<file path="src/rtl/cbps_fifo.sv">
// Small first-in first-out queue on a register array with combinational read.
// Standalone; used between front and back and on the result side.
module cbps_fifo #(
  parameter int WIDTH = 8,
  parameter int DEPTH = 4
) (
  input  logic             clk,
  input  logic             rst,
  input  logic             push,
  input  logic [WIDTH-1:0] din,
  output logic             full,
  input  logic             pop,
  output logic [WIDTH-1:0] dout,
  output logic             empty
);

  localparam int AW = (DEPTH > 1) ? $clog2(DEPTH) : 1;
  localparam int CW = $clog2(DEPTH + 1);

  logic [WIDTH-1:0] slot [DEPTH];
  logic [AW-1:0]    wr_ptr;
  logic [AW-1:0]    rd_ptr;
  logic [CW-1:0]    count;
  logic             do_push;
  logic             do_pop;

  assign full    = (count == CW'(DEPTH));
  assign empty   = (count == '0);
  assign do_push = push & ~full;
  assign do_pop  = pop & ~empty;
  assign dout    = slot[rd_ptr];

  always_ff @(posedge clk) begin
    if (do_push) begin
      slot[wr_ptr] <= din;
    end
  end

  always_ff @(posedge clk) begin
    if (rst) begin
      wr_ptr <= '0;
      rd_ptr <= '0;
      count  <= '0;
    end else begin
      if (do_push) begin
        wr_ptr <= (wr_ptr == AW'(DEPTH - 1)) ? '0 : wr_ptr + AW'(1);
      end
      if (do_pop) begin
        rd_ptr <= (rd_ptr == AW'(DEPTH - 1)) ? '0 : rd_ptr + AW'(1);
      end
      count <= count + CW'(do_push) - CW'(do_pop);
    end
  end

endmodule

</file>
<file path="config.mk">
export PLATFORM = sky130hd
export DESIGN_NAME = cbps_fifo
export DESIGN_NICKNAME = d
export VERILOG_FILES = /design/src/rtl/cbps_fifo.sv
export SDC_FILE = /design/constraint.sdc
export NUM_CORES = 1
export LEC_CHECK = 0
export ABC_AREA = 1
export BUFFER_PORTS_ARGS = -buffer_cell sky130_fd_sc_hd__buf_2
export CORE_ASPECT_RATIO = 1.4
export CORE_UTILIZATION = 56
export CTS_CLUSTER_SIZE = 40
export DETAILED_ROUTE_END_ITERATION = 10
export GPL_TIMING_DRIVEN = 0
export PLACE_DENSITY = 0.78
export RECOVER_POWER = 50
export SLEW_MARGIN = 0
export SYNTH_ARGS = -nofsm -noshare
export SYNTH_HDL_FRONTEND = slang
export SYNTH_SLANG_ARGS = --single-unit
export TNS_END_PERCENT = 1
</file>
<file path="constraint.sdc">
create_clock -name clk -period 2.5 [get_ports clk]
set_input_delay 0 -clock clk [delete_from_list [all_inputs] [get_ports clk]]
set_output_delay 0 -clock clk [all_outputs]
set_load 0.02 [all_outputs]
</file>
# After elaboration in Yosys (flattened, before gate mapping)
# Memories as Yosys holds them, arrays and structs flattened. A register that Yosys moved wholly into a read port is not among the register bits.
# Cells that the tools add are included.
totals:
  latch_bits: 0
  output_inout_bits: 10
  romBits: 0
  word_cells: 22
  ramBits: 32
  mem_count: 1
  reg_bits: 7
  input_bits: 12
classes:
  shifts: 0
  n_eq_ne: 3
  add_sub_neg: 4
  mul: 0
  magnitude_cmp: 0
  muxes: 6
  div: 0
  bitwise_logic: 4
  n_reduce_logical: 1
mem_list:
  columns: ["memory", "words", "word_bits", "read_ports", "rd_clocked_by_memory_dff", "write_ports", "line_no", "text"]
  rows:
  - ["slot", 4, 8, 1, 1, 1, "20", "logic [WIDTH-1:0] slot [DEPTH];"]
op_table:
  columns: ["cell", "count"]
  rows:
  - ["$mux 2", 4]
  - ["$add 2x1->2 const B", 2]
  - ["$eq 2x2->1 const B", 2]
  - ["$add 3x1->3", 1]
  - ["$eq 3x3->1 const B", 1]
  - ["$logic_not 3->1", 1]
  - ["$sub 3x1->3", 1]
  - ["$and 1x1->1", 2]
  - ["$mux 1", 2]
  - ["$not 1->1", 2]

# Depth between registers and ports, before layout
logic_depth:
  depth_word: 5
  ltp_mapped: 11
  depth_no_buf: 11

# Least setup slack after synthesis
# OpenSTA, ideal clock, no wires.
synth_path:
  kind: "register to register"
  start: "reg count[1]"
  end: "reg count[2]"
  path_slack_ns: 0.581
  t_arrival_ns: 1.806
  t_required_ns: 2.387
  path_buffers: 0
  setup_time_ns: 0.113
  path_stages_with_launch: 11
  period_less_slack_ns: 1.919
  path_cell_list: "dfxtp_1 nor2_1 nand2_1 inv_1 nor2_1 ha_1 inv_1 ha_1 fa_1 nor2_1 nor2_1"
synth_between:
  elab_cells_between_ends: 8
  classes_between: "add/sub (2); eq/ne (1); bitwise (4); reduce/logical (1)"
synth_rtl:
  columns: ["item", "line_no", "text"]
  rows:
  - ["from (decl)", "23", "logic [CW-1:0] count;"]
  - ["from (signal assigned)", "51", "count <= count + CW'(do_push) - CW'(do_pop);"]
  - ["$logic_not 3->1", "28", "assign empty = (count == '0);"]
  - ["via empty", "14", "output logic empty"]
  - ["$not 1->1", "30", "assign do_pop = pop & ~empty;"]
  - ["$and 1x1->1", "30", null]
  - ["$sub 3x1->3", "51", null]
# The timed path passes the listed nets, and every way through them passes these cells.
# A chain may end at the register's enable or synchronous reset.

# Worst setup path in the final report
layout_path:
  start: "reg count[1]"
  end: "reg count[1]"
layout_between:
  elab_chain_cells: 5
  elab_cells_between_ends: 8
  classes_between: "add/sub (2); eq/ne (1); bitwise (4); reduce/logical (1)"
layout_rtl:
  columns: ["item", "line_no", "text"]
  rows:
  - ["$eq 3x3->1", "27", "assign full = (count == CW'(DEPTH));"]
  - ["$not 1->1", "29", "assign do_push = push & ~full;"]
  - ["$and 1x1->1", "29", null]
  - ["$add 3x1->3", "51", null]
  - ["$sub 3x1->3 (*)", "51", null]
# Every way passes the cells marked *; elsewhere a longest branch is shown, timed or not.

==> impl_metrics.yaml <==
grt:
  grt_pass1_wl_mm: 4.65
  grt_remaining_overflow: 0
  globalRouteTotalUtil_pct: 20.1
  grt_pass1_vias: 1154
  grt_antenna_before_repair: 0
  grt_max_degree: 15
cts:
  worstSkewPairLatency_ns: 0.30
  htreeDepth: 2
  cts_tree: "yes"
  cts_made_buffers: 5
  post_cts.repair.setup_buffers: 0
  cts_root_buffer: "clkbuf_8"
  cts.sinks: 41
  clk_pin_slew_ns: 0.07
  clock_tree.buffer_depth: 2
die:
  die_y_um: 67.2
  dieWidth_um: 48.5
  coreArea_mm2: 0.00288
  initial_core_util_pct: 59.0
  rows: 23
  io_pins: 22
  dieArea_mm2: 0.00326
timing:
  slew_viol_final: 0
  hold_violations: 0
  rsz0062_at_grt: "false"
  fin_crit_sh_pct: 77.5
  fmax_ghz: 0.516
  finalSetupTns_ns: 0
  tightest_slew_ns: 0.832
  slew_headroom_pct: 44.3
  post-route-min-period_ns: 1.94
  clock_skew_ns: 0.00492
  setup-violations-final: 0
drt:
  drcViolationCount: 0
  routedWlPerCell_um: 13.8
  vias: 1135
  drtIter0Drc: 34
  firstDrtPassIters: 4
  via_per_inst: 5.21
  detail-route-antenna-nets: 0
  drt-total-wl_mm: 3.00
worst_setup_path:
  end_kind: "register"
  r2r-start: "count[1]$_SDFF_PP0_"
  critPathKind: "register to register"
  required_ns: 2.73
  r2r_cells: 10
  crit_fanout: 5
  critPathArrivalTime_ns: 2.17
  r2r-end: "count[1]$_SDFF_PP0_"
  r2r_slack_ns: 0.56
  startpoint_type: "register"
yosys:
  synthesis.area_per_instance_um2: 11.9
  synth_cells: 143
  synth_seq_cells: 41
  yosys_warnings: 0
  synth_nets: 163
  ys_types: 20
  synth_area_mm2: 0.00170
  seq_area_frac_synth_pct: 67.2
cells_and_area:
  design_area_mm2: 0.00205
  antennaDiodeCount: 0
  area_growth_pct: 20.9
  num-nets-final: 200
  final_cell_mix: "nor2_1, edfxtp_1, inv_1"
  drive_above_1_share_pct: 14.4
worst_hold_path:
  hp-start: "push"
  hold_class: "primary input to register"
  hold_depth: 3
  worstHoldEndpoint: "wr_ptr[1]$_SDFFE_PP0P_"
placed_design:
  postPlaceCellArea_mm2: 0.00185
  place_hpwl_mm: 2.03
  place.gp.congestion: 0.773
  portBuffers: 21
power_and_ir_drop:
  power_density_mw_per_mm2: 1080
  leakage_nw: 0.814
  ir_drop_v: 0.000897
flow_run:
  maxCapViolations: 0
outcome:
  status: "finished clean"
## cell type report
| class | count | area, µm² |
|---|---|---|
| plain buffers | 2 | 22.5 |
| multi-input cells | 82 | 464 |
| clock inverters | 1 | 8.76 |
| repair buffers | 30 | 183 |
| well taps | 37 | 46.3 |
| fillers | 224 | 826 |
| inverters | 18 | 67.6 |
| clock buffers | 7 | 119 |
| flip-flops and latches | 41 | 1140 |
## flip-flops by register name, summed over array words and instances, names as in the netlist, named ones only
signal / flops
slot: 32
count: 3
rd_ptr: 2
wr_ptr: 2
## critical path: stages (launching register included)
cell     delay [ns]
dfxtp_1        0.33
nor2_1         0.15
nand2_1        0.15
inv_1          0.10
nor2_1         0.05
ha_1           0.26
inv_1          0.04
ha_1           0.18
fa_1           0.48
inv_1          0.05
nor2_1         0.09
## cell usage after synthesis
master / number / share of area, %
a21oi_1: 3 / 0.88
buf_6: 2 / 1.3
dfxtp_1: 9 / 11
edfxtp_1: 32 / 57
fa_1: 1 / 1.2
ha_1: 7 / 5.2
inv_1: 17 / 3.8
inv_2: 1 / 0.22
nand2_1: 8 / 1.8
nand2_2: 1 / 0.37
nand2_4: 1 / 0.66
nand3_1: 1 / 0.29
nand3b_1: 2 / 0.88
nor2_1: 32 / 7.1
o21ai_0: 12 / 3.5
o21ai_1: 1 / 0.29
o21ai_2: 3 / 1.5
o22ai_1: 8 / 2.9
or2_2: 1 / 0.37
xnor2_1: 1 / 0.52
## repair_timing
item / in CTS / in global routing
hold endpoints to repair: 34 / 0
hold buffers: 9 / 0
gates resized for setup: 0 / 0
## through the flow
stage	util (%)	total power, mW	hold WS, ns	worst slack (ns)	instances
finish	71.3	2.22	0.0205	0.562	218
global route	71.3	2.34	0.0340	0.452	218
CTS	71.8	2.25	0.0168	0.519	218
detailed placement	64.3	1.69	0.196	0.540	201
global placement	64.3	1.64	0.187	0.640	201
floorplan	-	1.46	0.0712	0.581	143
## metal layers
layer / GRT usage [%] / up-vias / wire [µm]
met3: 4.28 / 8 / 110
li1: - / 558 / -
met5: 0 / - / 0
met2: 39.6 / 32 / 1700
met1: 18.1 / 537 / 1140
met4: 14.7 / 0 / 54
## kinds of logic (layout without fill, tap and decap cells)
| family | count (synthesis) | count (layout) | synth area share (%) |
|---|---|---|---|
| DFF | 41 | 41 | 67.2 |
| and+or+nand+nor | 46 | 46 | 11.4 |
| xor gates and xnor gates | 1 | 1 | 0.516 |
| adders and majority gates | 8 | 8 | 6.34 |
| buffers and inverters | 20 | 58 | 5.31 |
| AOI/OAI and AO/OA | 27 | 27 | 9.21 |
## how the worst max path moves through the flow
stage / start / to / slack [ns] / cells after the start
floorplan: count[1]$_SDFF_PP0_ / count[2]$_SDFF_PP0_ / 0.58 / 10
global placement: count[1]$_SDFF_PP0_ / count[1]$_SDFF_PP0_ / 0.64 / 10
detailed placement: count[1]$_SDFF_PP0_ / count[1]$_SDFF_PP0_ / 0.54 / 10
CTS: count[1]$_SDFF_PP0_ / count[1]$_SDFF_PP0_ / 0.52 / 10
global route: count[1]$_SDFF_PP0_ / count[1]$_SDFF_PP0_ / 0.45 / 10
finish: count[1]$_SDFF_PP0_ / count[1]$_SDFF_PP0_ / 0.56 / 10
## where the power goes
group / switching (mW) / internal (mW)
logic: 0.486 / 0.263
registers: 0.0701 / 0.852
clock network: 0.232 / 0.321
total: 0.788 / 1.44
Power figures use the tool's default switching activity.
