--- src/rtl/cbps_pkg.sv ---
// Shared types and constants for the cubic Bezier position sampler.
// No dependencies; every other rtl file but cbps_fifo refers to this package by scoped names.
package cbps_pkg;

  localparam int TIME_W      = 32;
  localparam int POS_W       = 16;
  localparam int WEIGHT_W    = POS_W + 2;
  localparam int CFG_INDEX_W = 3;
  localparam int MID_DEPTH   = 4;

  typedef enum logic [CFG_INDEX_W-1:0] {
    REG_START_TIME = CFG_INDEX_W'(0),
    REG_END_TIME   = CFG_INDEX_W'(1),
    REG_START_POS  = CFG_INDEX_W'(2),
    REG_CTRL1_POS  = CFG_INDEX_W'(3),
    REG_CTRL2_POS  = CFG_INDEX_W'(4),
    REG_END_POS    = CFG_INDEX_W'(5)
  } cbps_reg_t;

  typedef struct packed {
    logic [TIME_W-1:0] diff;
    logic [TIME_W-1:0] span;
    logic              clamped;
  } cbps_job_t;

endpackage

--- src/rtl/cbps_div.sv ---
// Pipelined restoring divider: one quotient bit per stage, t = diff * 2^F / span.
// Depends on cbps_pkg for the job struct; quotient is FRACTION_BITS+1 bits wide.
module cbps_div #(
  parameter int FRACTION_BITS = 16
) (
  input  logic                     clk,
  input  logic                     rst,
  input  logic                     in_valid,
  input  cbps_pkg::cbps_job_t      in_job,
  output logic                     out_valid,
  output logic [FRACTION_BITS:0]   out_t,
  output logic                     out_clamped
);

  localparam int STAGES = FRACTION_BITS + 1;
  localparam int TW     = cbps_pkg::TIME_W;

  logic                   vld     [STAGES];
  logic                   clamp_r [STAGES];
  logic [TW-1:0]          rem_r   [STAGES];
  logic [TW-1:0]          span_r  [STAGES];
  logic [FRACTION_BITS:0] quo_r   [STAGES];

  for (genvar k = 0; k < STAGES; k++) begin : g_stage
    logic [TW:0]            trial;
    logic [TW:0]            reduced;
    logic                   ge;
    logic [TW-1:0]          span_i;
    logic [FRACTION_BITS:0] quo_i;
    logic                   vld_i;
    logic                   clamp_i;

    if (k == 0) begin : g_first
      assign trial   = {1'b0, in_job.diff};
      assign span_i  = in_job.span;
      assign quo_i   = '0;
      assign vld_i   = in_valid;
      assign clamp_i = in_job.clamped;
    end else begin : g_next
      assign trial   = {rem_r[k-1], 1'b0};
      assign span_i  = span_r[k-1];
      assign quo_i   = quo_r[k-1];
      assign vld_i   = vld[k-1];
      assign clamp_i = clamp_r[k-1];
    end

    assign ge      = trial >= {1'b0, span_i};
    assign reduced = trial - {1'b0, span_i};

    always_ff @(posedge clk) begin
      if (rst) begin
        vld[k] <= 1'b0;
      end else begin
        vld[k] <= vld_i;
      end
    end

    always_ff @(posedge clk) begin
      rem_r[k]   <= ge ? reduced[TW-1:0] : trial[TW-1:0];
      span_r[k]  <= span_i;
      quo_r[k]   <= {quo_i[FRACTION_BITS-1:0], ge};
      clamp_r[k] <= clamp_i;
    end
  end

  assign out_valid   = vld[STAGES-1];
  assign out_t       = quo_r[STAGES-1];
  assign out_clamped = clamp_r[STAGES-1];

endmodule

--- config.mk ---
export PLATFORM = sky130hd
export DESIGN_NAME = cbps_div
export DESIGN_NICKNAME = d
export VERILOG_FILES = /design/src/rtl/cbps_pkg.sv /design/src/rtl/cbps_div.sv
export SDC_FILE = /design/constraint.sdc
export NUM_CORES = 2
export LEC_CHECK = 0
export BUFFER_PORTS_ARGS = -buffer_cell sky130_fd_sc_hd__buf_2
export CELL_PAD_IN_SITES_DETAIL_PLACEMENT = 0
export CELL_PAD_IN_SITES_GLOBAL_PLACEMENT = 1
export CORE_MARGIN = 2
export CORE_UTILIZATION = 49
export DETAILED_ROUTE_END_ITERATION = 8
export GPL_TIMING_DRIVEN = 0
export HOLD_SLACK_MARGIN = 0.05
export PLACE_DENSITY = 0.82
export SYNTH_ARGS = -nofsm -noshare
export SYNTH_HDL_FRONTEND = slang
export SYNTH_SLANG_ARGS = --single-unit
--- constraint.sdc ---
create_clock -name clk -period 5.09 [get_ports clk]
set_clock_uncertainty 0.2 [all_clocks]
set_input_delay 0.509 -clock clk [delete_from_list [all_inputs] [get_ports clk]]
set_output_delay 0.509 -clock clk [all_outputs]
set_load 0.005 [all_outputs]
Word-level counts from Yosys, hierarchy flattened:

Memories as Yosys holds them, arrays and structs flattened.
Cells that the tools add are included.

* bits in registers: 0
* latch bits: 0
* memory bits (writable): 1411
* ROM bits: 0
* output and inout bits: 19
* logic and storage cells: 93
* memories kept: 5

* add/sub/neg operators: 17
* $mul: 0
* div/mod/pow operators: 0
* magnitude comparators: 17
* eq/ne operators: 0
* shift-type cells: 0
* multiplexer cells: 37
* bitwise logic cells: 17
* reductions and logical operators: 0

Memory list
* rem_r: depth 17, bits a word 32, rd ports 16, clocked after memory_dff 0, wr ports 17, RTL line cbps_div.sv:20 `logic [TW-1:0] rem_r [STAGES];`
* span_r: depth 17, bits a word 32, rd ports 16, clocked after memory_dff 0, wr ports 17, RTL line cbps_div.sv:21 `logic [TW-1:0] span_r [STAGES];`
* quo_r: depth 17, bits a word 17, rd ports 17, clocked after memory_dff 0, wr ports 17, RTL line cbps_div.sv:22 `logic [FRACTION_BITS:0] quo_r [STAGES];`
* clamp_r: depth 17, bits a word 1, rd ports 17, clocked after memory_dff 0, wr ports 17, RTL line cbps_div.sv:19 `logic clamp_r [STAGES];`
* vld: depth 17, bits a word 1, rd ports 17, clocked after memory_dff 0, wr ports 17, RTL line cbps_div.sv:18 `logic vld [STAGES];`

Operator list (count)
* 32-bit two-way mux: 17
* 32-bit subtractor: 17
* 33-bit by 32-bit >= comparator with 1-bit output: 16
* 32-bit >= comparator: 1
* 1-bit two-way mux: 20
* 1-bit OR: 17

Depth between registers and ports, before layout:

* word-level depth: 3
* gate-level depth with buffers: 16
* depth with buffers taken out: 14

Worst setup path before layout:

Ideal clock, no wire load.

* kind: input port to flip-flop
* from: input port in_job[33] (netlist bit)
* to: memory rem_r[0][10] (netlist bit)
* setup time: 133 ps
* data arrival time: 3346 ps
* data required time: 4757 ps
* slack: 1411 ps
* cell stages on the path: 16
* path buffers: 3
* cell sequence: inv_1 > ha_1 > fa_1 > nor2b_1 > o2111ai_1 > and3_1 > o41ai_1 > a21oi_1 > o41ai_1 > a21oi_1 > o21ai_0 > a21o_1 > buf_2 > buf_2 > buf_1 > a21oi_1

RTL lines
* start, declared: RTL line cbps_div.sv:9 `input cbps_pkg::cbps_job_t in_job,`
* end, declared: RTL line cbps_div.sv:20

==> metrics <==
Crit Path Max Fanout=10; Die Wd=between 300 and 400 µm; Vias/cell=5.38; total power=approximately 0.048 W; vias in the first global route=about 44000; initial core utilization=about half; final setup margin=180 ps; via count=44500; Seq/Total Area, Yosys=between 40% and 50%; most numerous cell in the Yosys netlist=dfxtp_1; Die Area=~120000 µm²; unrepaired setup endpoints after global routing=no; IO Pins=between 80 and 90; cell taking the most area after synthesis=dfxtp_1; syn_nets=approximately 7000; Setup Fix Bufs, Post-CTS=0; num rows=~130; chip height=347 µm; GP Congestion=slightly below 1; required time of the worst setup path=approximately 5500 ps; fin crit period=4910 ps; share of the synthesized area in the top cell type=a little over two fifths; largest net degree at the start of global routing=17; reg-to-reg slack, setup=~180 ps; startpoint type of the worst setup path=register; grt ovf=0; post-layout net count=~7300; wire length per cell=around 17 µm; Primary FF master, synth=dfxtp_1; Total GRT Usage=23.7%; ANT nets after route=0; Critical Path Sink Type=register; WL final=between 100 and 150 mm; # diodes=0; Hold WC Path Type=register to register; top cells by count, synth=dfxtp_1, inv_1, a21oi_1; Slew Viols, Final=0; Avg Cell Area, Syn=slightly above 9 µm²; crit path cell chain=inv_1 > ha_1 > o21ai_0 > a21oi_1 > o21ai_0 > o31ai_1 > nor3_1 > o31a_1 > o21ai_0 > a21o_1 > a221o_1 > clkbuf_1 > buf_1 > a21oi_1; initial DRC count=around 2700; fmax=0.204 GHz; Finished Cell Area=about 65000 µm²; DRC=0; CTS Root Cell=clkbuf_16; router iterations before antenna repair=8; final worst-path cycle share=a little over nine tenths; Worst path max stage delay=640 ps; IR Drop Worst-Case VDD=0.000427 V; worst relative slew slack=28.0%; Mapped Area=between 50000 and 60000 µm²; Worst-Margin Slew=about 1100 ps; initial antenna violation count=2; synthesis-to-finish area growth=13.2%; Num CTS Buffers=between 100 and 150; Pwr per Cell Area=between 700 and 800 nW/µm²; crit path DAT=~5300 ps; final hold vios=0; Core Footprint=approximately 120000 µm²; Clk Latency, worst-skew pair=740 ps; Final HPWL DP=116 mm; clock buffer depth=3; cell mode on critical path=o21ai_0; Synth area leaders=dfxtp_1, ha_1, a21oi_1; CTS tree=done; ratio of cells with drive above 1 in the final layout=a little under 8%; Fillers=roughly 11000; worst slack, placed=-150 ps; PortBufs=86; area post-placement=~60000 µm²; leakage power=between 30 and 40 nW; Worst-path clk slew=around 60 ps; reg2reg path depth=14; first-pass GRT wire length=about 230 mm; number of synthesized flops with an enable pin=0; Placed Instances=roughly 8000; unique cell type count in the Yosys netlist=90; Worst path slowest cell=buf_1; status=completed; clk sinks=approximately 1200; Crit Path Category=register to register; H-tree depth=4; #FFs+latches synth=approximately 1200; Post-Layout Cell Count=between 8000 and 9000; Post-synth ARST share=0%; Worst Hold Depth=0; max_cap viols=0; cells after synthesis=approximately 6400; final setup violation count=0; Synth Warn #=0
-- final cells by class --
cell class | instances | area [µm²] | area share [%]
clock inverters | 68 | 902 | 1.38
well taps | 1536 | 1920 | 2.94
repair buffers | 154 | 1110 | 1.69
multi-input cells | 4335 | 30400 | 46.5
plain buffers | 135 | 587 | 0.897
clock buffers | 171 | 3660 | 5.60
inverters | 676 | 2540 | 3.88
flip-flops and latches | 1211 | 24200 | 37.1
-- power breakdown --
part | switching, W | total (W) | internal, W
clock network | 0.00391 | 0.00986 | 0.00595
logic | 0.0134 | 0.0236 | 0.0102
registers | 0.00174 | 0.0143 | 0.0126
total | 0.0191 | 0.0478 | 0.0287
-- what timing repair did --
item	CTS	global route
gates resized for setup	0	3
hold endpoints to repair	73	0
endpoints found under the setup margin	0	21
hold buffers	67	0
-- state kept, by name (all words and copies together) (netlist names) --
signal   cells
span_r     512
rem_r      512
clamp_r     17
quo_r      153
vld         17
-- logic make-up (layout without fill, tap and decap cells) --
kind of cell	count (synthesis)	count (layout)	synth area share, %
mux	170	170	3.31
flops	1211	1211	41.9
compound gates	1734	1734	18.7
simple gates	1431	1431	11.7
buf+inv	811	1204	5.40
fa+ha+maj	559	559	12.3
xor+xnor	441	441	6.68
-- final timing paths --
check / startpoint / end
setup reg to reg: span_r[0][387] / rem_r[0][443]
hold / removal: quo_r[1][54] / quo_r[1][72]
hold reg to reg: quo_r[1][54] / quo_r[1][72]
setup / recovery: span_r[0][387] / rem_r[0][443]
-- stage by stage --
| step | hold WS [ps] | utilization, % | setup TNS (ps) |
|---|---|---|---|
| detailed placement | 112 | 51.2 | -2080 |
| CTS | 109 | 55.7 | 0 |
| global placement | 110 | 51.2 | -3390 |
| global route | 125 | 55.7 | 0 |
| finish | 111 | 55.7 | 0 |
| floorplan | 110 | - | 0 |
-- placed cells by master, fill, tap and decap left out, drive strengths merged, types with 97 or more instances in the layout --
cell type,Yosys,layout
buf,33,120
o21ai,401,401
xnor2,251,251
nor2,404,404
nor2b,97,97
nand2,429,429
nand3,97,97
ha,543,543
mux2,161,161
inv,676,681
clkbuf,102,273
a21oi,604,604
a21o,250,250
xor2,190,190
dfxtp,1211,1211
-- worst max-delay path: cells and delay by family, from the launching register on --
family                   cells  cell delay, ps
buffers and inverters        3            1220
flip-flops                   1             340
AO/OA/AOI/OAI                9            2340
AND/OR/NAND/NOR              1             180
adder cells (fa/ha/maj)      1             410
-- layer usage --
layer / track usage (%) / up-vias / share of wire [%]
met5: 0 / - / 0.025
met4: 10.8 / 2 / 4.3
met3: 3.09 / 311 / 4.3
met2: 41.6 / 1050 / 48
met1: 28.9 / 20600 / 44
li1: - / 22600 / -
No activity file was read; power rests on OpenSTA's default activity.
