## config.mk

```make
export PLATFORM = sky130hd
export DESIGN_NAME = cbps_front
export DESIGN_NICKNAME = d
export VERILOG_FILES = /design/src/rtl/cbps_pkg.sv /design/src/rtl/cbps_front.sv
export SDC_FILE = /design/constraint.sdc
export NUM_CORES = 1
export LEC_CHECK = 0
export CAP_MARGIN = 40
export CORE_UTILIZATION = 59
export DETAILED_ROUTE_END_ITERATION = 16
export DONT_BUFFER_PORTS = 1
export PLACE_DENSITY_LB_ADDON = 0.1
export REMOVE_ABC_BUFFERS = 1
export SLEW_MARGIN = 30
export SYNTH_ARGS = -nofsm -noshare
export SYNTH_HDL_FRONTEND = slang
export SYNTH_SLANG_ARGS = --single-unit
```

## constraint.sdc

```tcl
create_clock -name clk -period 5.1 [get_ports clk]
set_input_delay 0.255 -clock clk [delete_from_list [all_inputs] [get_ports clk]]
set_output_delay 0.255 -clock clk [all_outputs]
set_load 0.01 [all_outputs]
```

## src/rtl/cbps_pkg.sv

```systemverilog
// Shared types and constants for the cubic Bezier position sampler.
// No dependencies; every other rtl file but cbps_fifo refers to this package by scoped names.
package cbps_pkg;

  localparam int TIME_W      = 32;
  localparam int POS_W       = 16;
  localparam int WEIGHT_W    = POS_W + 2;
  localparam int CFG_INDEX_W = 3;
  localparam int MID_DEPTH   = 4;

  typedef enum logic [CFG_INDEX_W-1:0] {
    REG_START_TIME = CFG_INDEX_W'(0),
    REG_END_TIME   = CFG_INDEX_W'(1),
    REG_START_POS  = CFG_INDEX_W'(2),
    REG_CTRL1_POS  = CFG_INDEX_W'(3),
    REG_CTRL2_POS  = CFG_INDEX_W'(4),
    REG_END_POS    = CFG_INDEX_W'(5)
  } cbps_reg_t;

  typedef struct packed {
    logic [TIME_W-1:0] diff;
    logic [TIME_W-1:0] span;
    logic              clamped;
  } cbps_job_t;

endpackage

```

## src/rtl/cbps_front.sv

```systemverilog
// Front end: accepts sample times and classifies them into divide jobs.
// Depends on cbps_pkg for the job struct and field widths.
module cbps_front (
  input  logic                          clk,
  input  logic                          rst,
  input  logic                          push,
  input  logic [cbps_pkg::TIME_W-1:0]   sample_time_ms,
  output logic                          full,
  input  logic [cbps_pkg::TIME_W-1:0]   start_time_ms,
  input  logic [cbps_pkg::TIME_W-1:0]   end_time_ms,
  output logic                          job_valid,
  output cbps_pkg::cbps_job_t           job,
  input  logic                          job_full
);

  logic                held;
  logic                load;
  logic                before_start;
  logic                after_end;
  logic                degenerate;
  cbps_pkg::cbps_job_t job_q;
  cbps_pkg::cbps_job_t job_next;

  assign full         = held & job_full;
  assign load         = push & ~full;
  assign before_start = sample_time_ms < start_time_ms;
  assign after_end    = sample_time_ms > end_time_ms;
  assign degenerate   = end_time_ms <= start_time_ms;

  // Saturated cases become a trivial division: 0/1 or 1/1.
  always_comb begin
    job_next.diff    = sample_time_ms - start_time_ms;
    job_next.span    = end_time_ms - start_time_ms;
    job_next.clamped = 1'b0;
    if (degenerate || before_start || after_end) begin
      job_next.clamped = 1'b1;
      job_next.span    = cbps_pkg::TIME_W'(1);
      job_next.diff    = before_start ? '0 : cbps_pkg::TIME_W'(1);
    end
  end

  always_ff @(posedge clk) begin
    if (rst) begin
      held <= 1'b0;
    end else begin
      held <= load | (held & job_full);
    end
  end

  always_ff @(posedge clk) begin
    if (load) begin
      job_q <= job_next;
    end
  end

  assign job_valid = held;
  assign job       = job_q;

endmodule

```

; ---- Word-level counts from Yosys, hierarchy flattened
; Index checks and enable logic that the tools add are counted.
[classes]
n_addsub = 2
magnitude_cmp = 3
mux = 2
bitwise_logic = 4
reduce_logical = 2
[ops]
columns = op, count
row1 = 65-bit 2-to-1 mux, 1
row2 = 32-bit subtractor, 2
row3 = 32-bit greater-than comparator, 1
row4 = 32-bit <= comparator, 1
row5 = 32-bit < comparator, 1
row6 = 1-bit AND, 2
row7 = 1-bit logical OR, 2
row8 = 1-bit 2-to-1 mux, 1
row9 = 1-bit NOT, 1
row10 = 1-bit OR, 1
[word_totals]
ff_bits = 66
input_bits = 100
elab_cells = 17

; ---- Depth between registers and ports, before layout
; Gate-level depths: netlist of the first run.
[depth]
ltp_word = 4
depth_mapped = 12
mapped_depth_nobuf = 11

; ---- Worst setup path before layout of the first run
; No wires, ideal clock.
[synth_timing]
kind = register to register
start = register held, in the netlist job_valid
end = register job_q, in the netlist job[0], enable pin
arrival_time_ns = 3.440
required_time_ns = 4.604
setup_slack_ns = 1.164
path_stages_with_launch = 3
n_path_buf = 0
period_less_slack_ns = 3.936
cell_sequence = dfxtp_1 > and2_1 > nor2b_1
[synth_via]
elab_chain_cells = 3
[synth_rtl]
columns = item, line_no
row1 = from (decl), cbps_front.sv:16  ; logic held;
row2 = from (signal assigned), cbps_front.sv:46  ; held <= load | (held & job_full);
row3 = 1-bit AND, cbps_front.sv:24  ; assign full = held & job_full;
row4 = net full, cbps_front.sv:8  ; output logic full,
row5 = 1-bit NOT, cbps_front.sv:25  ; assign load = push & ~full;
row6 = 1-bit AND, cbps_front.sv:25
row7 = net load, cbps_front.sv:17  ; logic load;
row8 = to (signal assigned), cbps_front.sv:52  ; job_q <= job_next;
row9 = to (decl), cbps_front.sv:21  ; cbps_pkg::cbps_job_t job_q;
; The timed path passes the listed nets, and every way through them passes these cells.
; A chain may end at the register's enable or synchronous reset.

; ---- Worst setup path in the final report of the first run
[layout_timing]
start = input port sample_time_ms[0] (netlist bit)
end = register job_q, in the netlist job[59] (data pin)
[layout_via]
elab_chain_cells = 4
word_cells_on_any_way = 6
cone_classes = add/sub (1) / order compare (2) / mux (1) / reduce/logical (2)
[layout_rtl]
columns = item, line_no
row1 = from (decl), cbps_front.sv:7  ; input logic [cbps_pkg::TIME_W-1:0] sample_time_ms,
row2 = 32-bit < comparator, cbps_front.sv:26  ; assign before_start = sample_time_ms < start_time_ms;
row3 = 1-bit logical OR (2 in series), cbps_front.sv:35  ; if (degenerate || before_start || after_end) begin
row4 = 65-bit 2-to-1 mux (*), cbps_front.sv:35
; Mark *: on every way between the ends. The rest lies on a longest branch, timed or not.

==> results of run 1 <==
cell usage after synthesis (3+ instances only):
| cell type | n | share of area |
|---|---|---|
| ha_1 | 96 | 0.18 |
| nor2_1 | 91 | 0.051 |
| inv_1 | 78 | 0.043 |
| a21oi_1 | 77 | 0.057 |
| edfxtp_1 | 65 | 0.29 |
| nand2_1 | 48 | 0.027 |
| a21o_1 | 38 | 0.042 |
| xnor2_1 | 26 | 0.034 |
| o21ai_0 | 24 | 0.018 |
| xor2_1 | 23 | 0.030 |
| nand4_1 | 19 | 0.018 |
| nand3_1 | 17 | 0.013 |
| nand2b_1 | 13 | 0.012 |
| o211ai_1 | 13 | 0.014 |
| nor3_1 | 10 | 0.0074 |
| o21a_1 | 10 | 0.011 |
| o21bai_1 | 9 | 0.010 |
| clkbuf_1 | 8 | 0.0045 |
| a31oi_1 | 7 | 0.0065 |
| and3_1 | 7 | 0.0065 |
| nor2b_1 | 7 | 0.0065 |
| buf_4 | 5 | 0.0056 |
| nor3_2 | 5 | 0.0074 |
| a211oi_1 | 4 | 0.0045 |
| nor4_1 | 4 | 0.0037 |
| o21ai_1 | 4 | 0.0030 |
| o21ba_2 | 4 | 0.0059 |
| o31ai_1 | 4 | 0.0045 |
| or2_2 | 4 | 0.0037 |
| and4_1 | 3 | 0.0039 |
| or3_1 | 3 | 0.0028 |
worst min path at each step:
stage | slack (ns) | endpoint | depth (start not counted)
final | 0.05 | job_valid$_SDFF_PP0_ | 2
after floorplan | 0.33 | job_valid$_SDFF_PP0_ | 1
after CTS | 0.04 | job_valid$_SDFF_PP0_ | 2
after detailed placement | 0.33 | job_valid$_SDFF_PP0_ | 1
after global routing | 0.05 | job_valid$_SDFF_PP0_ | 2
after global placement | 0.33 | job_valid$_SDFF_PP0_ | 1
where the power goes:
group | total, mW | leakage [nW] | internal, mW | switching (mW)
Sequential | 0.678 | 0.650 | 0.645 | 0.0337
Combinational | 0.597 | 2.43 | 0.235 | 0.361
Clock | 0.676 | 0.153 | 0.427 | 0.249
Total | 1.95 | 3.23 | 1.31 | 0.644
through the flow:
step | power, mW | instances | utilization
after floorplan | 1.15 | 757 | -
after global placement | 1.27 | 898 | 0.622
after detailed placement | 1.27 | 898 | 0.622
after CTS | 1.95 | 915 | 0.652
after global routing | 2.04 | 915 | 0.652
final | 1.95 | 915 | 0.652
flip-flops by register name, summed over array words and instances, names as in the netlist:
signal,cells
job_valid,1
job,65
timing repair:
action	CTS	global route
hold buffers	1	0
resized for setup	0	0
endpoints found under the hold margin	1	0
routing by layer:
metal | vias up | part of all wire | global-route usage
li1 | 2804 | - | -
met1 | 2671 | 0.45 | 0.438
met2 | 277 | 0.43 | 0.462
met3 | 38 | 0.086 | 0.0801
met4 | 0 | 0.029 | 0.125
met5 | - | 0 | 0
placed cells by master (no fill, tap or decap), types with 17 or more instances in the layout:
| cell | synthesis | final |
|---|---|---|
| inv_1 | 78 | 78 |
| a21o_1 | 38 | 38 |
| nand2_1 | 48 | 48 |
| nand4_1 | 19 | 19 |
| o21ai_0 | 24 | 24 |
| xnor2_1 | 26 | 26 |
| edfxtp_1 | 65 | 65 |
| a21oi_1 | 77 | 77 |
| nor2_1 | 91 | 91 |
| nand3_1 | 17 | 17 |
| ha_1 | 96 | 96 |
| xor2_1 | 23 | 23 |
layout make-up:
cell class	instances	share of cell area
timing repair buffer	2	0.00244
clock buffer	9	0.0314
inverter	78	0.0409
clock inverter	7	0.0131
multi-input combinational	613	0.612
tap	140	0.0244
sequential	66	0.275
kinds of logic (layout without fill, tap and decap cells):
group                    Yosys count  after routing
AND/OR/NAND/NOR                  241            241
adder cells (fa/ha/maj)           98             98
multiplexers                       1              1
buffers and inverters             95             96
XOR/XNOR                          49             49
AO/OA/AOI/OAI                    224            224
flip-flops                        66             66
==> results.txt, run 1 <==
I/O pin total: 167
Yosys warning count: 0
Slew headroom: 0.446
Post-DP HPWL: 14.5 mm
Share of layout cells above drive strength 1: 0.0581
Critical path startpoint category: primary input
Port bufs: 0
Clock Latency Late Sink: 0.35 ns
CTS tree: done
Num CTS Buffers: 9
Max cap viols: 0
Layout fillers: 915
Worst Path Max Fanout: 63
Worst slack at placement: 1.77 ns
Slowest Stage Delay on Critical Path: 0.44 ns
Final hold violations: 0
CP bufs+invs: 1
Xor and xnor area share after synthesis: 0.0637
ANT cells: 0
CTS Sinks: 66
RSZ-0062 raised after global routing: no
Status: complete, no violations
Worst setup path start: sample_time_ms[0]
Critical path depth in cells: 11
Final setup fails: 0
Post-synth EDFFs: 65
Post-layout minimum cycle time: 3.03 ns
Worst Hold Class: in2reg
Reg2reg end: job[13]$_SDFFCE_PP0P_
Final nets: 968
Root Buffer: clkbuf_16
CP arrival: 3.17 ns
Synth Area in Adders: 0.184
Static leakage: 3.23 nW
Initial Util: 0.614
Num rows: 38
Prevailing post-synth register cell: edfxtp_1
Largest family of logic cells by synthesized area: compound AO/OA/AOI/OAI gates
Reg area: 1970 um^2
Drt wl/cell: 19.8 um
Slowest cell on crit path: nand2_4
Die width: 109 um
Max-slew violations: 0
Vias per cell: 6.33
Die Area: 11,900 um^2
Clock Skew: 0.00968 ns
GRT Resource Usage Total: 0.314
Worst path required time: 5.25 ns
First-pass GRT wire length: 28.0 mm
R2R cell count: 3
Remaining DRCs: 0
Clock Path Buffers: 2
CP top delay family: compound AO/OA/AOI/OAI gates
Vias in the first global route: 5,401
Mux contribution to synthesized area: 0.00167
Final hold slack: 0.0495 ns
Slew of the pin with the lowest slew margin: 0.830 ns
Antenna violations before repair: 0
Pwr/cell area: 272 nW/um^2
Seq cells post-synth: 66
Asr flop ratio synth: 0
Worst R2R Setup Slack: 2.92 ns
Final WL: 18.2 mm
Final Cell Area: 7160 um^2
Core area: 11,000 um^2
Setup TNS: 0 ns
Register area share after synthesis: 0.293
Post-Synthesis Cells: 774
Drt first pass iters: 5
End of the critical path: job[59]$_SDFFCE_PP0P_
Simple-gate share of the synthesized area: 0.175
Pin count of the biggest net entering global routing: 64
Synthesized area per cell: 8.71 um^2
Clock-pin slew on the worst setup and hold paths: 0.05 ns
Final worst-path cycle share: 0.594
Final ANT Viol Nets: 0
Post-synthesis cell area: 6740 um^2
RR Startpoint: job_valid$_SDFF_PP0_
Area growth, synth to finish: 6.31%
Die height: 109 um
Hold path startpoint: push
Placed instance area: 6840 um^2
Synth unique cells: 70
Worst setup path class: in2reg
Setup ws final: 2.07 ns
Footprint of the multi-input gates: 4390 um^2
Crit path cell chain: inv_1, ha_1, fa_1, nand2b_1, a21o_1, a311oi_2, o21ba_2, o21bai_2, a31oi_4, nand2_4, a2111oi_2
Post-CTS Setup Bufs: 0
Gpl congestion: 1.01
1st-iter DRT viols: 419
Vias: 5,790
Gr ovfl total: 0
Maximum vdd drop: 314 uV
Post-synthesis compound-gate area fraction: 0.226
Peak Freq: 0.330 GHz
Htree depth: 3
Endpoint class of the critical path: register
(Power assumes the default switching activity.)
==> run 2: changes to the inputs <==
==> constraint.sdc (replaced) <==
create_clock -name clk -period 2.9 [get_ports clk]
set_input_delay 0.145 -clock clk [delete_from_list [all_inputs] [get_ports clk]]
set_output_delay 0.145 -clock clk [all_outputs]
set_load 0.01 [all_outputs]
==> run 2 against run 1 <==
Register-to-register slack lost 1.5 ns. Utilization grew 0.97 points. Clock power grew 63%. Largest power group unchanged. Critical path depth grew 1.
==> results.txt, run 2 (synthesized netlist as in run 1, its figures left out) <==
Pwr/cell area: 465 nW/um^2
Peak Freq: 0.385 GHz
Num CTS Buffers: 9
Endpoint class of the critical path: register
Final worst-path cycle share: 0.895
Post-route insts no fill: 927
Slew headroom: 0.609
Final Cell Area: 7270 um^2
Share of layout cells above drive strength 1: 0.0712
Final hold violations: 0
First-pass GRT wire length: 29.0 mm
GRT Resource Usage Total: 0.322
Gr ovfl total: 0
Clock Latency Late Sink: 0.34 ns
Max-slew violations: 0
Die width: 109 um
Gpl congestion: 1.01
Clock Path Buffers: 2
Status: complete, no violations
Worst Hold Class: in2reg
Num rows: 38
Most common cell after layout, fill and taps aside: ha_1
Port bufs: 0
Most frequent cells in the layout: ha_1 (96), nor2_1 (91), inv_1 (78)
ANT cells: 0
Final setup fails: 0
Final ANT Viol Nets: 0
CTS tree: done
Post-layout minimum cycle time: 2.59 ns
Die height: 109 um
Post-DP HPWL: 14.9 mm
Initial Util: 0.614
Vias: 5,856
Max reg flops: 65
Area growth, synth to finish: 7.89%
Worst Path Max Fanout: 32
Layout fillers: 906
Maximum vdd drop: 335 uV
Critical path startpoint category: primary input
Drt first pass iters: 7
CTS Sinks: 66
Pin count of the biggest net entering global routing: 66
Worst slack at placement: 0.0211 ns
Remaining DRCs: 0
Vias per cell: 6.32
Vias in the first global route: 5,623
Setup ws final: 0.306 ns
Placed Cells incl. Taps: 909
I/O pin total: 167
Placed instance area: 6960 um^2
Setup TNS: 0 ns
Root Buffer: clkbuf_16
RSZ-0062 raised after global routing: no
Static leakage: 3.29 nW
Max cap viols: 0
Core area: 11,000 um^2
CP arrival: 2.76 ns
1st-iter DRT viols: 404
Finished Core Util: 0.662
Post-CTS sizing: 0
Final WL: 18.6 mm
Final nets: 980
Htree depth: 3
Die Area: 11,900 um^2
Worst path required time: 3.07 ns
Clock Skew: 0.0120 ns
Slew of the pin with the lowest slew margin: 0.572 ns
Clock-pin slew on the worst setup and hold paths: 0.06 ns
Antenna violations before repair: 0
Worst setup path class: in2reg
Drt wl/cell: 20.1 um
[run 2: final timing paths]
check / start / end / slack [ns] / cells after the start
worst max-delay path: sample_time_ms[0] / job[32]$_SDFFCE_PP0P_ / 0.31 / 12
worst min-delay path: start_time_ms[1] / job[34]$_SDFFCE_PP0P_ / 0.15 / 2
worst max register to register: job_valid$_SDFF_PP0_ / job[59]$_SDFFCE_PP0P_ / 1.46 / 3
worst min register to register: job_valid$_SDFF_PP0_ / job[29]$_SDFFCE_PP0P_ / 1.13 / 3
[run 2: stage by stage]
step | hold WS, ns | power (mW)
2_1_floorplan | 0.217 | 2.01
3_3_place_gp | 0.219 | 2.25
3_5_place_dp | 0.220 | 2.27
4_1_cts | 0.149 | 3.38
5_1_grt | 0.168 | 3.55
6_report | 0.151 | 3.38
[run 2: critical path, stage by stage]
cell,delay [ns]
inv_1,0.04
ha_1,0.23
fa_1,0.41
nand2b_1,0.20
a21o_1,0.21
a311oi_2,0.41
o21ba_2,0.23
o21bai_2,0.08
a31oi_4,0.21
nand2_4,0.17
buf_12,0.22
nor3_2,0.20
[run 2: cell type report]
cell class	count	area (um^2)	area share
tap	140	175	0.0241
multi-input combinational	613	4390	0.604
clock buffer	10	229	0.0315
clock inverter	6	66.3	0.00912
timing repair buffer	14	148	0.0203
inverter	78	293	0.0403
sequential	66	1970	0.271
[run 2: what timing repair did]
action                                  CTS  global route
endpoints found under the hold margin     1             0
setup buffers                             0             0
hold buffers                              2             0
endpoints found under the setup margin    0             0
[run 2: power breakdown]
group	internal, mW	total [mW]	switching (mW)
sequential	1.13	1.19	0.0605
clock	0.667	1.10	0.434
combinational	0.438	1.09	0.651
total	2.24	3.38	1.14
[run 2: routing by layer]
layer / GRT usage / up-vias / routed length, um
met5: 0 / - / 0
met4: 0.0888 / 0 / 304
met3: 0.0837 / 26 / 1540
met2: 0.500 / 258 / 8430
met1: 0.438 / 2739 / 8320
li1: - / 2833 / -
